--- src/sv/priority_task_scheduler_assert.svh ---
// Assertion macros for the scheduler. They expand to nothing in synthesis.
`ifndef PRIORITY_TASK_SCHEDULER_ASSERT_SVH
`define PRIORITY_TASK_SCHEDULER_ASSERT_SVH

`ifndef SYNTHESIS
// clocked check, off while reset is asserted
`define PTS_ASSERT(name, prop, msg) \
    name: assert property (@(posedge clk) disable iff (!rst_n) (prop)) else $error(msg);
// clocked check that also holds during reset
`define PTS_ASSERT_ALWAYS(name, prop, msg) \
    name: assert property (@(posedge clk) (prop)) else $error(msg);
`else
`define PTS_ASSERT(name, prop, msg)
`define PTS_ASSERT_ALWAYS(name, prop, msg)
`endif

`endif

--- src/sv/pts_pkg.sv ---
`default_nettype none

package pts_pkg;

    localparam int TASK_COUNT   = 8;
    localparam int IDX_W        = $clog2(TASK_COUNT);

    // fixed field widths
    localparam int FUNC_W       = 2;
    localparam int TASK_FIELD_W = 3;
    localparam int STACK_W      = 16;
    localparam int DTICK_W      = 8;
    localparam int MASK_W       = 8;
    localparam int DELAY_W      = 7;

    localparam logic [DTICK_W-1:0] DELAY_LIMIT    = 8'd100;
    localparam logic [DTICK_W-1:0] DELAY_FALLBACK = 8'd10;

    typedef enum logic [FUNC_W-1:0] {
        FN_TICK   = 2'd0,
        FN_CREATE = 2'd1,
        FN_DELAY  = 2'd2,
        FN_NONE   = 2'd3
    } func_t;

    typedef enum logic [2:0] {
        S_IDLE,
        S_WALK,
        S_PICK,
        S_CREATE,
        S_DELAY,
        S_SELECT,
        S_READ,
        S_DONE
    } state_t;

    typedef struct packed {
        logic capture;
        logic walk;
        logic pick;
        logic create;
        logic delay_upd;
        logic select;
        logic finish;
    } cmd_t;

    typedef struct packed {
        logic walk_last;
    } sts_t;

    // lowest set bit; the idle task when nothing is ready
    function automatic logic [IDX_W-1:0] best_ready(input logic [TASK_COUNT-1:0] m);
        logic [IDX_W-1:0] best;
        best = IDX_W'(TASK_COUNT - 1);
        for (int i = TASK_COUNT - 1; i >= 0; i--)
        begin
            if (m[i])
            begin
                best = IDX_W'(i);
            end
        end
        return best;
    endfunction

endpackage

`default_nettype wire

--- src/sv/pts_ram.sv ---
`default_nettype none

module pts_ram #(
    parameter int WIDTH = 16,
    parameter int DEPTH = 8
) (
    input  wire logic                     clk,
    input  wire logic                     we,
    input  wire logic [$clog2(DEPTH)-1:0] waddr,
    input  wire logic [WIDTH-1:0]         wdata,
    input  wire logic [$clog2(DEPTH)-1:0] raddr,
    output logic      [WIDTH-1:0]         rdata
);

    logic [WIDTH-1:0] mem [DEPTH];
    logic [WIDTH-1:0] rdata_reg;

    always_ff @(posedge clk)
    begin
        if (we)
        begin
            mem[waddr] <= wdata;
        end
        rdata_reg <= mem[raddr];
    end

    assign rdata = rdata_reg;

endmodule

`default_nettype wire

--- src/sv/pts_ctrl.sv ---
`default_nettype none

module pts_ctrl (
    input  wire logic                          clk,
    input  wire logic                          rst_n,
    input  wire logic                          start,
    input  wire logic [pts_pkg::FUNC_W-1:0]    func,
    input  wire pts_pkg::sts_t                 sts,
    output pts_pkg::cmd_t                      cmd,
    output logic                               busy
);

    pts_pkg::state_t state_reg;
    pts_pkg::state_t state_next;

    always_ff @(posedge clk or negedge rst_n)
    begin
        if (!rst_n)
        begin
            state_reg <= pts_pkg::S_IDLE;
        end
        else
        begin
            state_reg <= state_next;
        end
    end

    always_comb
    begin
        state_next = state_reg;
        cmd        = '0;
        case (state_reg)
            pts_pkg::S_IDLE:
            begin
                if (start)
                begin
                    cmd.capture = 1'b1;
                    case (pts_pkg::func_t'(func))
                        pts_pkg::FN_TICK:   state_next = pts_pkg::S_WALK;
                        pts_pkg::FN_CREATE: state_next = pts_pkg::S_CREATE;
                        pts_pkg::FN_DELAY:  state_next = pts_pkg::S_DELAY;
                        default:            state_next = pts_pkg::S_READ;
                    endcase
                end
            end
            pts_pkg::S_WALK:
            begin
                cmd.walk = 1'b1;
                if (sts.walk_last)
                begin
                    state_next = pts_pkg::S_PICK;
                end
            end
            pts_pkg::S_PICK:
            begin
                cmd.pick   = 1'b1;
                state_next = pts_pkg::S_READ;
            end
            pts_pkg::S_CREATE:
            begin
                cmd.create = 1'b1;
                state_next = pts_pkg::S_READ;
            end
            pts_pkg::S_DELAY:
            begin
                cmd.delay_upd = 1'b1;
                state_next    = pts_pkg::S_SELECT;
            end
            pts_pkg::S_SELECT:
            begin
                cmd.select = 1'b1;
                state_next = pts_pkg::S_READ;
            end
            pts_pkg::S_READ:
            begin
                state_next = pts_pkg::S_DONE;
            end
            pts_pkg::S_DONE:
            begin
                cmd.finish = 1'b1;
                state_next = pts_pkg::S_IDLE;
            end
            default:
            begin
                state_next = pts_pkg::S_IDLE;
            end
        endcase
    end

    assign busy = (state_reg != pts_pkg::S_IDLE);

endmodule

`default_nettype wire

--- src/sv/pts_datapath.sv ---
`default_nettype none

`include "priority_task_scheduler_assert.svh"

module pts_datapath (
    input  wire logic                                clk,
    input  wire logic                                rst_n,
    input  wire pts_pkg::cmd_t                       cmd,
    output pts_pkg::sts_t                            sts,
    input  wire logic [pts_pkg::TASK_FIELD_W-1:0]    task_index,
    input  wire logic [pts_pkg::STACK_W-1:0]         stack_value,
    input  wire logic [pts_pkg::DTICK_W-1:0]         delay_ticks,
    output logic                                     done,
    output logic [pts_pkg::TASK_FIELD_W-1:0]         running_task,
    output logic                                     switched,
    output logic [pts_pkg::MASK_W-1:0]               ready_mask,
    output logic [pts_pkg::STACK_W-1:0]              resume_stack
);

    localparam int N  = pts_pkg::TASK_COUNT;
    localparam int IW = pts_pkg::IDX_W;

    // transaction capture
    logic [pts_pkg::TASK_FIELD_W-1:0] idx_reg, idx_next;
    logic [pts_pkg::STACK_W-1:0]      sp_reg, sp_next;
    logic [pts_pkg::DTICK_W-1:0]      dt_reg, dt_next;

    // scheduler state
    logic [N-1:0]                     ready_reg, ready_next;
    logic [IW-1:0]                    running_reg, running_next;
    logic [pts_pkg::DELAY_W-1:0]      delay_reg [N];
    logic [pts_pkg::DELAY_W-1:0]      delay_next [N];
    logic                             sw_reg, sw_next;
    logic [IW-1:0]                    walk_cnt_reg, walk_cnt_next;

    // result register
    logic                             done_reg, done_next;
    logic [pts_pkg::TASK_FIELD_W-1:0] run_out_reg, run_out_next;
    logic                             sw_out_reg, sw_out_next;
    logic [pts_pkg::MASK_W-1:0]       mask_out_reg, mask_out_next;
    logic [pts_pkg::STACK_W-1:0]      stack_out_reg, stack_out_next;

    // stack store
    logic                             ram_we;
    logic [IW-1:0]                    ram_waddr;
    logic [pts_pkg::STACK_W-1:0]      ram_rdata;

    logic [pts_pkg::DELAY_W-1:0]      walk_cur;
    logic [pts_pkg::DTICK_W-1:0]      dt_clamped;
    logic [IW-1:0]                    best;
    logic                             idx_ok;

    pts_ram #(
        .WIDTH (pts_pkg::STACK_W),
        .DEPTH (N)
    ) u_stack_ram (
        .clk   (clk),
        .we    (ram_we),
        .waddr (ram_waddr),
        .wdata (sp_reg),
        .raddr (running_reg),
        .rdata (ram_rdata)
    );

    assign walk_cur   = delay_reg[walk_cnt_reg];
    assign dt_clamped = (dt_reg > pts_pkg::DELAY_LIMIT) ? pts_pkg::DELAY_FALLBACK : dt_reg;
    assign best       = pts_pkg::best_ready(ready_reg);
    assign idx_ok     = (32'(idx_reg) < N);

    assign sts.walk_last = (walk_cnt_reg == IW'(N - 1));

    always_comb
    begin
        idx_next       = idx_reg;
        sp_next        = sp_reg;
        dt_next        = dt_reg;
        ready_next     = ready_reg;
        running_next   = running_reg;
        delay_next     = delay_reg;
        sw_next        = sw_reg;
        walk_cnt_next  = walk_cnt_reg;
        done_next      = 1'b0;
        run_out_next   = run_out_reg;
        sw_out_next    = sw_out_reg;
        mask_out_next  = mask_out_reg;
        stack_out_next = stack_out_reg;
        ram_we         = 1'b0;
        ram_waddr      = running_reg;

        if (cmd.capture)
        begin
            idx_next      = task_index;
            sp_next       = stack_value;
            dt_next       = delay_ticks;
            sw_next       = 1'b0;
            walk_cnt_next = '0;
        end

        // one counter per cycle through the shared decrementer
        if (cmd.walk)
        begin
            if (walk_cur != '0)
            begin
                delay_next[walk_cnt_reg] = walk_cur - 1'b1;
                if (walk_cur == pts_pkg::DELAY_W'(1))
                begin
                    ready_next[walk_cnt_reg] = 1'b1;
                end
            end
            walk_cnt_next = walk_cnt_reg + 1'b1;
        end

        // preempt only for a strictly more urgent task
        if (cmd.pick)
        begin
            if (running_reg > best)
            begin
                ram_we       = 1'b1;
                running_next = best;
                sw_next      = 1'b1;
            end
        end

        if (cmd.create)
        begin
            if (idx_ok)
            begin
                ram_we                    = 1'b1;
                ram_waddr                 = idx_reg[IW-1:0];
                ready_next[idx_reg[IW-1:0]] = 1'b1;
            end
        end

        if (cmd.delay_upd)
        begin
            ram_we                  = 1'b1;
            delay_next[running_reg] = dt_clamped[pts_pkg::DELAY_W-1:0];
            ready_next[running_reg] = 1'b0;
        end

        if (cmd.select)
        begin
            running_next = best;
            sw_next      = 1'b1;
        end

        if (cmd.finish)
        begin
            done_next      = 1'b1;
            run_out_next   = pts_pkg::TASK_FIELD_W'(running_reg);
            sw_out_next    = sw_reg;
            mask_out_next  = pts_pkg::MASK_W'(ready_reg);
            stack_out_next = ram_rdata;
        end
    end

    always_ff @(posedge clk or negedge rst_n)
    begin
        if (!rst_n)
        begin
            ready_reg    <= {1'b1, {(N-1){1'b0}}};
            running_reg  <= IW'(N - 1);
            delay_reg    <= '{default: '0};
            sw_reg       <= 1'b0;
            walk_cnt_reg <= '0;
            done_reg     <= 1'b0;
        end
        else
        begin
            ready_reg    <= ready_next;
            running_reg  <= running_next;
            delay_reg    <= delay_next;
            sw_reg       <= sw_next;
            walk_cnt_reg <= walk_cnt_next;
            done_reg     <= done_next;
        end
    end

    always_ff @(posedge clk)
    begin
        idx_reg       <= idx_next;
        sp_reg        <= sp_next;
        dt_reg        <= dt_next;
        run_out_reg   <= run_out_next;
        sw_out_reg    <= sw_out_next;
        mask_out_reg  <= mask_out_next;
        stack_out_reg <= stack_out_next;
    end

    assign done         = done_reg;
    assign running_task = run_out_reg;
    assign switched     = sw_out_reg;
    assign ready_mask   = mask_out_reg;
    assign resume_stack = stack_out_reg;

    `PTS_ASSERT(a_single_strobe, done_reg |=> !done_reg, "result strobe held for two cycles")
    `PTS_ASSERT(a_select_best, cmd.select |=> (ready_reg[running_reg] || (ready_reg == '0 && running_reg == IW'(N - 1))), "selected task is neither ready nor idle")
    `PTS_ASSERT(a_switch_source, $rose(sw_reg) |-> $past(cmd.pick || cmd.select), "switch flag set outside a selection step")
    `PTS_ASSERT_ALWAYS(a_one_update, $countones({cmd.walk, cmd.pick, cmd.create, cmd.delay_upd, cmd.select, cmd.finish}) <= 1, "two update steps in one cycle")

endmodule

`default_nettype wire

--- src/sv/priority_task_scheduler.sv ---
`default_nettype none

// Priority bitmap scheduler for TASK_COUNT tasks, index 0 most urgent, last index idle.
// Command channel: an event transaction is taken on a rising edge with start high and
// busy low; func, task_index, stack_value and delay_ticks are sampled at that edge.
// Result channel: done pulses high for exactly one cycle with running_task, switched,
// ready_mask and resume_stack valid in that cycle. The receiver cannot stall; the
// result sits in its own register, so the next start is taken in the done cycle.
// Steps after the accepting edge, each a sequencer state, then READ and DONE:
//   tick            WALK over every delay counter, then PICK
//   create          CREATE
//   delay           DELAY, then SELECT
//   unused func     no step of its own
// A tick walks the delay counters one per cycle through the single decrementer; every
// event ends with a registered read of the saved-stack RAM.
// Reset (rst_n low, asynchronous): only the idle task ready and running, all delay
// counters zero, no result pending. Saved stacks are undefined until written.
module priority_task_scheduler (
    input  wire logic                                clk,
    input  wire logic                                rst_n,
    // command channel
    input  wire logic                                start,
    output logic                                     busy,
    input  wire logic [pts_pkg::FUNC_W-1:0]          func,
    input  wire logic [pts_pkg::TASK_FIELD_W-1:0]    task_index,
    input  wire logic [pts_pkg::STACK_W-1:0]         stack_value,
    input  wire logic [pts_pkg::DTICK_W-1:0]         delay_ticks,
    // result channel
    output logic                                     done,
    output logic [pts_pkg::TASK_FIELD_W-1:0]         running_task,
    output logic                                     switched,
    output logic [pts_pkg::MASK_W-1:0]               ready_mask,
    output logic [pts_pkg::STACK_W-1:0]              resume_stack
);

    pts_pkg::cmd_t cmd;
    pts_pkg::sts_t sts;

    // sequencer: one state per step of the event
    pts_ctrl u_ctrl (
        .clk   (clk),
        .rst_n (rst_n),
        .start (start),
        .func  (func),
        .sts   (sts),
        .cmd   (cmd),
        .busy  (busy)
    );

    // ready mask, delay counters, running index, stack RAM and result register
    pts_datapath u_datapath (
        .clk          (clk),
        .rst_n        (rst_n),
        .cmd          (cmd),
        .sts          (sts),
        .task_index   (task_index),
        .stack_value  (stack_value),
        .delay_ticks  (delay_ticks),
        .done         (done),
        .running_task (running_task),
        .switched     (switched),
        .ready_mask   (ready_mask),
        .resume_stack (resume_stack)
    );

endmodule

`default_nettype wire
--- config.mk ---
export PLATFORM = sky130hd
export DESIGN_NAME = priority_task_scheduler
export DESIGN_NICKNAME = d
export VERILOG_FILES = /design/src/sv/pts_pkg.sv /design/src/sv/pts_ram.sv /design/src/sv/pts_ctrl.sv /design/src/sv/pts_datapath.sv /design/src/sv/priority_task_scheduler.sv
export VERILOG_INCLUDE_DIRS = /design/src /design/src/sv
export SDC_FILE = /design/constraint.sdc
export NUM_CORES = 1
export LEC_CHECK = 0
export ABC_AREA = 1
export BUFFER_PORTS_ARGS = -buffer_cell sky130_fd_sc_hd__buf_4
export CAP_MARGIN = 30
export CORE_ASPECT_RATIO = 1.2
export CORE_MARGIN = 2
export CORE_UTILIZATION = 24
export DETAILED_ROUTE_END_ITERATION = 7
export PLACE_DENSITY_LB_ADDON = 0.3
export SLEW_MARGIN = 20
export SYNTH_ARGS = -nofsm -noshare
export SYNTH_HDL_FRONTEND = slang
export SYNTH_SLANG_ARGS = --single-unit
--- constraint.sdc ---
create_clock -name clk -period 2.5 [get_ports clk]
set_input_delay 0.125 -clock clk [delete_from_list [all_inputs] [get_ports clk]]
set_output_delay 0.125 -clock clk [all_outputs]
set_load 0.01 [all_outputs]
Word-level counts from Yosys, hierarchy flattened
Memory sizes are Yosys's and may differ from the RTL's. A register that Yosys moved wholly into a read port is not among the register bits.
Index checks and enable logic that the tools add are counted.
{"block": "classes", "muxes": 60, "eq_ne": 13, "n_addsub": 2, "bitwise_logic": 6, "order_cmp": 12, "n_reduce_logical": 15}
{"cell": "two-way mux 56 bit", "n": 3}
{"cell": "bitwise mux 56 bit", "n": 2}
{"cell": "demux 7 bit (select 3 bit)", "n": 2}
{"cell": "two-way mux 8 bit", "n": 5}
{"cell": "two-way mux 3 bit", "n": 12}
{"cell": "two-way mux 7 bit", "n": 5}
{"cell": "two-way mux 1 bit", "n": 23}
{"cell": "binary-select mux 7 bit (select 3 bit)", "n": 1}
{"cell": "case mux 3 bit (6 select lines)", "n": 1}
{"cell": "OR 8 bit", "n": 2}
{"cell": "== test 3 bit (second input constant)", "n": 5}
{"cell": "< comparator 3 x 4 -> 1 bit (second input constant)", "n": 3}
{"cell": "demux 1 bit (select 3 bit)", "n": 3}
{"cell": ">= comparator 3 x 1 -> 1 bit (second input constant)", "n": 3}
{"cell": "case mux 3 bit (3 select lines)", "n": 1}
{"cell": "bitwise AND 8 bit", "n": 1}
{"cell": ">= comparator 4 bit (second input constant)", "n": 2}
{"cell": "greater-than comparator 8 x 7 -> 1 bit (second input constant)", "n": 1}
{"cell": "< comparator 4 x 1 -> 1 bit (second input constant)", "n": 2}
{"cell": "inverter 3 -> 4 bit", "n": 2}
{"cell": "inverter 8 bit", "n": 1}
{"cell": "== test 7 x 1 -> 1 bit (second input constant)", "n": 1}
{"cell": "nonzero test 7 bit", "n": 1}
{"cell": "subtractor 7 x 1 -> 7 bit (second input constant)", "n": 1}
{"cell": "15 further kinds", "n": 25}
{"block": "totals", "ff_bits": 130, "ram_bits": 128, "input_bits": 32, "elab_cells": 130, "out_inout_bits": 30, "n_memories": 1}
{"name": "u_datapath.u_stack_ram.mem", "depth": 8, "width": 16, "read_ports": 1, "rd_ports_with_merged_regs": 1, "wr": 1, "line_no": "pts_ram.sv:15", "text": "logic [WIDTH-1:0] mem [DEPTH];"}

Depth between registers and ports, before layout
{"block": "logic_depth", "depth_word": 14, "depth_mapped": 20, "mapped_depth_nobuf": 18}

Cells and area by module
Synthesis repeated with hierarchy kept, for this count alone.
{"block": "hier_totals", "cells_unflattened": 1427, "hier_area_um2": 12669.7}
{"module": "pts_datapath", "cells_each": 801, "n_inst": 1, "area_per_inst_um2": 6453.7, "seq_area_each_um2": 3458.3}
{"module": "pts_ram", "cells_each": 587, "n_inst": 1, "area_per_inst_um2": 5989.5, "seq_area_each_um2": 4164.0}
{"module": "pts_ctrl", "cells_each": 39, "n_inst": 1, "area_per_inst_um2": 226.5, "seq_area_each_um2": 75.1}

Worst setup path after synthesis
Ideal clock, no wire load.
{"block": "synth_path", "path_kind": "register to register", "start": "register u_datapath.running_reg[0]", "end": "memory u_datapath.u_stack_ram.mem[6][0], enable pin", "period_less_slack_ps": 2753, "t_required_ps": 2112, "path_slack_ps": -253, "path_buffers": 2, "setup_ps": 388, "path_stages_with_launch": 12, "arrival_ps": 2364, "path_cell_list": "dfstp_2 -> inv_1 -> clkbuf_1 -> clkbuf_1 -> ha_1 -> nor2_1 -> a211oi_1 -> a31oi_1 -> nand2_1 -> nand3_1 -> nand2_1 -> nor2_1"}
{"block": "synth_via", "elab_chain_len": 7, "elab_cells_between_ends": 8, "cone_classes": "order compare (1); mux (7)"}
{"item": "start, declared", "line_no": "pts_datapath.sv:30", "text": "logic [IW-1:0] running_reg, running_next;"}
{"item": "start signal, assigned", "line_no": "pts_datapath.sv:162", "text": "running_reg <= IW'(N - 1);"}
{"item": "start signal, assigned", "line_no": "pts_datapath.sv:171", "text": "running_reg <= running_next;"}
{"item": "greater-than comparator 3 bit", "line_no": "pts_datapath.sv:116", "text": "if (running_reg > best)"}
{"item": "two-way mux 1 bit", "line_no": "pts_datapath.sv:116"}
{"item": "two-way mux 1 bit", "line_no": "pts_datapath.sv:114", "text": "if (cmd.pick)"}
{"item": "two-way mux 1 bit", "line_no": "pts_datapath.sv:124", "text": "if (cmd.create)"}
{"item": "two-way mux 1 bit", "line_no": "pts_datapath.sv:134", "text": "if (cmd.delay_upd)"}
{"item": "two-way mux 1 bit", "line_no": "pts_ram.sv:20", "text": "if (we)"}
{"item": "two-way mux 1 bit (implied by the code)", "line_no": "pts_ram.sv:22", "text": "mem[waddr] <= wdata;"}
{"item": "end, declared", "line_no": "pts_ram.sv:15"}
Several ways; a longest one is shown, not always the timed one.

Worst setup path in the final report
{"block": "layout_path", "start": "register u_datapath.ready_reg[3]", "end": "memory u_datapath.u_stack_ram.mem[7][6], enable pin"}
{"block": "layout_via", "elab_chain_len": 11}
{"item": "start, declared", "line_no": "pts_datapath.sv:29", "text": "logic [N-1:0] ready_reg, ready_next;"}
{"item": "start signal, assigned", "line_no": "pts_datapath.sv:161", "text": "ready_reg <= {1'b1, {(N-1){1'b0}}};"}
{"item": "start signal, assigned", "line_no": "pts_datapath.sv:170", "text": "ready_reg <= ready_next;"}
{"item": "two-way mux 3 bit (4 in a row)", "line_no": "pts_pkg.sv:57", "text": "if (m[i])"}
{"item": "named net u_datapath.best[0]", "line_no": "pts_datapath.sv:50", "text": "logic [IW-1:0] best;"}
{"item": "greater-than comparator 3 bit", "line_no": "pts_datapath.sv:116"}
{"item": "two-way mux 1 bit", "line_no": "pts_datapath.sv:116"}
{"item": "two-way mux 1 bit", "line_no": "pts_datapath.sv:114"}
{"item": "two-way mux 1 bit", "line_no": "pts_datapath.sv:124"}
{"item": "two-way mux 1 bit", "line_no": "pts_datapath.sv:134"}
{"item": "two-way mux 1 bit", "line_no": "pts_ram.sv:20"}
{"item": "two-way mux 1 bit (implied by the code)", "line_no": "pts_ram.sv:22"}
The timed path passes the listed nets, and every way through them passes these cells.

==> impl_table.tex <==
\begin{tabular}{lr}
\hline
Metric & Value \\
\hline
\multicolumn{2}{l}{\textbf{Clocking}} \\
\quad Clock sink count & 274 \\
\quad CTS tree & yes \\
\quad Clock Tree Buf Depth & 3 \\
\quad Clock insertion delay at the later pin of the skew report & 0.53 ns \\
\quad Clock root buffer & sky130\_fd\_sc\_hd\_\_clkbuf\_16 \\
\quad Number of H-tree branching levels & 2 \\
\quad Total CTS buffers & 34 \\
\quad Clock-pin slew on the worst setup and hold paths & 0.06 ns \\
\multicolumn{2}{l}{\textbf{Detailed routing}} \\
\quad Number of vias in the routed layout & 8877 \\
\quad DRC violations left & 0 \\
\quad DRT iter0 DRCs & 598 \\
\quad Routed Wire Length & 34700 um \\
\quad Residual antenna-violating net count after detailed routing & 0 \\
\quad Drt first pass iters & 5 \\
\quad WL/cell & 16.6 um \\
\quad Routed vias/inst & 4.26 \\
\multicolumn{2}{l}{\textbf{Setup path}} \\
\quad Startpoint of the worst setup timing path & u\_datapath.ready\_reg[3]\$\_DFF\_PN0\_ \\
\quad Data required time of the worst path & 2.74 ns \\
\quad Launching point of the worst reg2reg path & u\_datapath.ready\_reg[3]\$\_DFF\_PN0\_ \\
\quad Minimum setup slack among reg-to-reg paths & -0.07 ns \\
\quad Critical path launch point type & flip-flop \\
\quad Worst endpoint data arrival time & 2.82 ns \\
\quad Number of cells on the worst reg-to-reg path & 13 \\
\quad Largest fanout on the critical path & 8 \\
\quad Crit. End Element & flip-flop \\
\quad Class of the most critical setup path & flip-flop to flip-flop \\
\quad FF-to-FF End & u\_datapath.u\_stack\_ram.mem[7][6]\$\_DFFE\_PP\_ \\
\quad Worst setup endpoint & u\_datapath.u\_stack\_ram.mem[7][6]\$\_DFFE\_PP\_ \\
\multicolumn{2}{l}{\textbf{Run status}} \\
\quad Result of the run & complete, but fails checks \\
\quad Failing checks & setup timing \\
\multicolumn{2}{l}{\textbf{Floorplanning}} \\
\quad Number of placement rows & 90 \\
\quad CORE AREA & 0.0500 mm\^{}2 \\
\quad Starting utilization of the core area & 24.2\% \\
\quad I/O Pins & 62 \\
\quad Area enclosed by the die boundary & 0.0522 mm\^{}2 \\
\quad Die Span Y & 250 um \\
\quad Die Width & 209 um \\
\multicolumn{2}{l}{\textbf{Pwr}} \\
\quad Switching fraction of total power & 39.2\% \\
\quad P per Cell Area & 1270 mW/mm\^{}2 \\
\quad Internal Pwr Total & 12.0 mW \\
\quad Sw Pwr & 7.74 mW \\
\quad Clock power frac & 24.2\% \\
\quad Comb power frac & 41.2\% \\
\quad Leakage & 6.71 nW \\
\quad Sequential Power Share & 34.7\% \\
\quad Max IR drop VDD & 0.633 mV \\
\multicolumn{2}{l}{\textbf{Finish}} \\
\quad Most common cell after layout, fill and taps aside & sky130\_fd\_sc\_hd\_\_nand2\_1 \\
\quad Ratio of cells with drive above 1 in the final layout & 20.5\% \\
\quad Leading cell types in the layout, fill and taps excluded & 355 x sky130\_fd\_sc\_hd\_\_nand2\_1, 183 x sky130\_fd\_sc\_hd\_\_edfxtp\_1, 176 x sky130\_fd\_sc\_hd\_\_nor2\_1 \\
\quad Post-synthesis to final-layout area growth & 29.0\% \\
\quad Inserted Diodes & 0 \\
\quad Filler cell count in the final layout & 5214 \\
\quad Max FFs per register & 128 \\
\quad Nets & 1455 \\
\multicolumn{2}{l}{\textbf{STA}} \\
\quad Tightest Pin Transition & 0.753 ns \\
\quad PnR worst setup slack & -0.0722 ns \\
\quad Worst slew margin relative to its limit & 49.3\% \\
\quad RSZ-0062 raised after global routing & yes \\
\quad Final period utilization & 103\% \\
\quad Endpoints failing hold & 0 \\
\quad Final critical path time including I/O delays and setup & 2.57 ns \\
\quad Final setup violation count & 104 \\
\quad Number of pins exceeding their max-slew limit in the final report & 0 \\
\quad Maximum achievable frequency & 0.389 GHz \\
\quad Clock tree skew after final layout & 0.0217 ns \\
\quad Hold slack & 0.133 ns \\
\multicolumn{2}{l}{\textbf{Flow run}} \\
\quad Max Cap Viol & 0 \\
\multicolumn{2}{l}{\textbf{Yosys}} \\
\quad Post-synthesis sequential area ratio & 63.7\% \\
\quad Synth Cell Area & 0.0121 mm\^{}2 \\
\quad Synthesized net count & 1270 \\
\quad Distinct cell type count after synthesis & 41 \\
\quad Mapped Avg Cell Area & 9.82 um\^{}2 \\
\quad Number of instances in the synthesized netlist & 1230 \\
\quad Total number of yosys warnings & 0 \\
\quad FF+latch count, synth & 274 \\
\multicolumn{2}{l}{\textbf{Global routing}} \\
\quad Total global-route track usage & 13.3\% \\
\quad GRT overflow & 0 \\
\quad First-pass GRT wire length & 53100 um \\
\quad Antenna violations before repair & 0 \\
\quad Via count of the first global-routing pass & 9019 \\
\quad Maximum number of pins on one net before global-route repair & 68 \\
\multicolumn{2}{l}{\textbf{Placed design}} \\
\quad Gpl congestion & 0.825 \\
\quad Worst setup timing slack at the placement stage & -0.213 ns \\
\quad Detailed placement HPWL & 23800 um \\
\quad Number of port buffers & 61 \\
\multicolumn{2}{l}{\textbf{Hold path}} \\
\quad Worst hold-check path type & input pin to asynchronous set/reset pin \\
\hline
\end{tabular}
[layer usage]
metal	track usage [%]	share of wire, %
met2	23.6	51
met1	16.8	44
met5	0	0
met3	1.80	3.4
met4	3.80	2.1
[power groups by stage]
stage	clock network [mW]	logic (mW)	registers, mW
global route	5.07	9.00	6.97
floorplan	0	4.36	6.78
global placement	0	7.60	6.89
CTS	4.91	7.78	6.84
detailed placement	0	7.63	6.91
finish	4.78	8.13	6.84
[kinds of logic (layout without fill, tap and decap cells)]
logic type / after synthesis / after routing / synth area share [%]
AND/OR/NAND/NOR: 660 / 660 / 23.8
flip-flops: 274 / 274 / 63.7
buffers and inverters: 165 / 376 / 5.88
AO/OA/AOI/OAI: 122 / 122 / 5.75
adder cells (fa/ha/maj): 8 / 8 / 0.828
XOR/XNOR: 1 / 1 / 0.0725
[cell type report]
type / instances / area, um^2 / area share [%]
clock buffers: 47 / 960 / 6.16
well taps: 644 / 806 / 5.17
inverters: 135 / 534 / 3.43
multi-input cells: 791 / 3840 / 24.7
clock inverters: 15 / 141 / 0.907
repair buffers: 179 / 1600 / 10.3
flip-flops and latches: 274 / 7700 / 49.4
[critical path: stages (launching register included)]
cell                        delay (ns)
sky130_fd_sc_hd__dfrtp_1          0.39
sky130_fd_sc_hd__buf_4            0.14
sky130_fd_sc_hd__buf_4            0.13
sky130_fd_sc_hd__o21ai_0          0.18
sky130_fd_sc_hd__a21oi_1          0.15
sky130_fd_sc_hd__ha_1             0.26
sky130_fd_sc_hd__nor2_4           0.09
sky130_fd_sc_hd__a211oi_2         0.04
sky130_fd_sc_hd__a31oi_1          0.15
sky130_fd_sc_hd__nand2_1          0.12
sky130_fd_sc_hd__nand3_4          0.16
sky130_fd_sc_hd__nand2_4          0.11
sky130_fd_sc_hd__nor2_4           0.20
sky130_fd_sc_hd__clkbuf_16        0.18
[how the worst min path moves through the flow]
stage	to	depth (start not counted)	from	slack, ns
floorplan	u_ctrl.state_reg[0]$_DFFE_PN0P_	0	rst_n	-0.17
global placement	u_datapath.delay_reg[26]$_DFF_PN0_	1	rst_n	0.15
finish	u_datapath.delay_reg[26]$_DFF_PN0_	2	rst_n	0.13
detailed placement	u_datapath.delay_reg[26]$_DFF_PN0_	1	rst_n	0.15
global route	u_datapath.delay_reg[27]$_DFF_PN0_	2	rst_n	0.18
CTS	u_datapath.delay_reg[27]$_DFF_PN0_	2	rst_n	0.14
[Yosys cell counts, drive strengths merged]
master	count	share of area, %
nor3	4	0.17
o2111ai	16	1.2
dfstp	4	0.87
nand4	2	0.10
nand3	69	3.2
clkbuf	12	0.37
a31o	1	0.072
buf	18	1.1
dfrtp	71	15
nor2	202	6.8
or2	1	0.052
xor2	1	0.072
o311ai	1	0.072
o22ai	2	0.10
o21bai	1	0.062
inv	135	4.4
a21oi	17	0.70
nand2	382	13
o32ai	1	0.072
a211oi	2	0.12
ha	8	0.83
dfxtp	16	2.7
o21ai	79	3.3
edfxtp	183	45
a31oi	2	0.10
[what timing repair did]
action                                  4_1_cts  5_1_grt
hold buffers                                 32        0
cloned                                        0        2
resized for setup                            11       44
pin swaps                                     0       11
endpoints found under the hold margin        66        0
endpoints found under the setup margin      101      162
buffers inserted                              0        2
[metrics by stage]
step	std cells	total power, mW	util (%)	setup TNS [ns]	cell area, um^2
2_1_floorplan	1230	11.1	-	-32.21	12100
3_3_place_gp	1987	14.5	27.8	-5.43	13900
3_5_place_dp	1987	14.5	27.8	-5.22	13900
4_1_cts	2081	19.5	30.8	0	15400
5_1_grt	2085	21.0	31.2	-11.86	15600
6_report	2085	19.8	31.2	-4.42	15600
(Power assumes the default switching activity.)
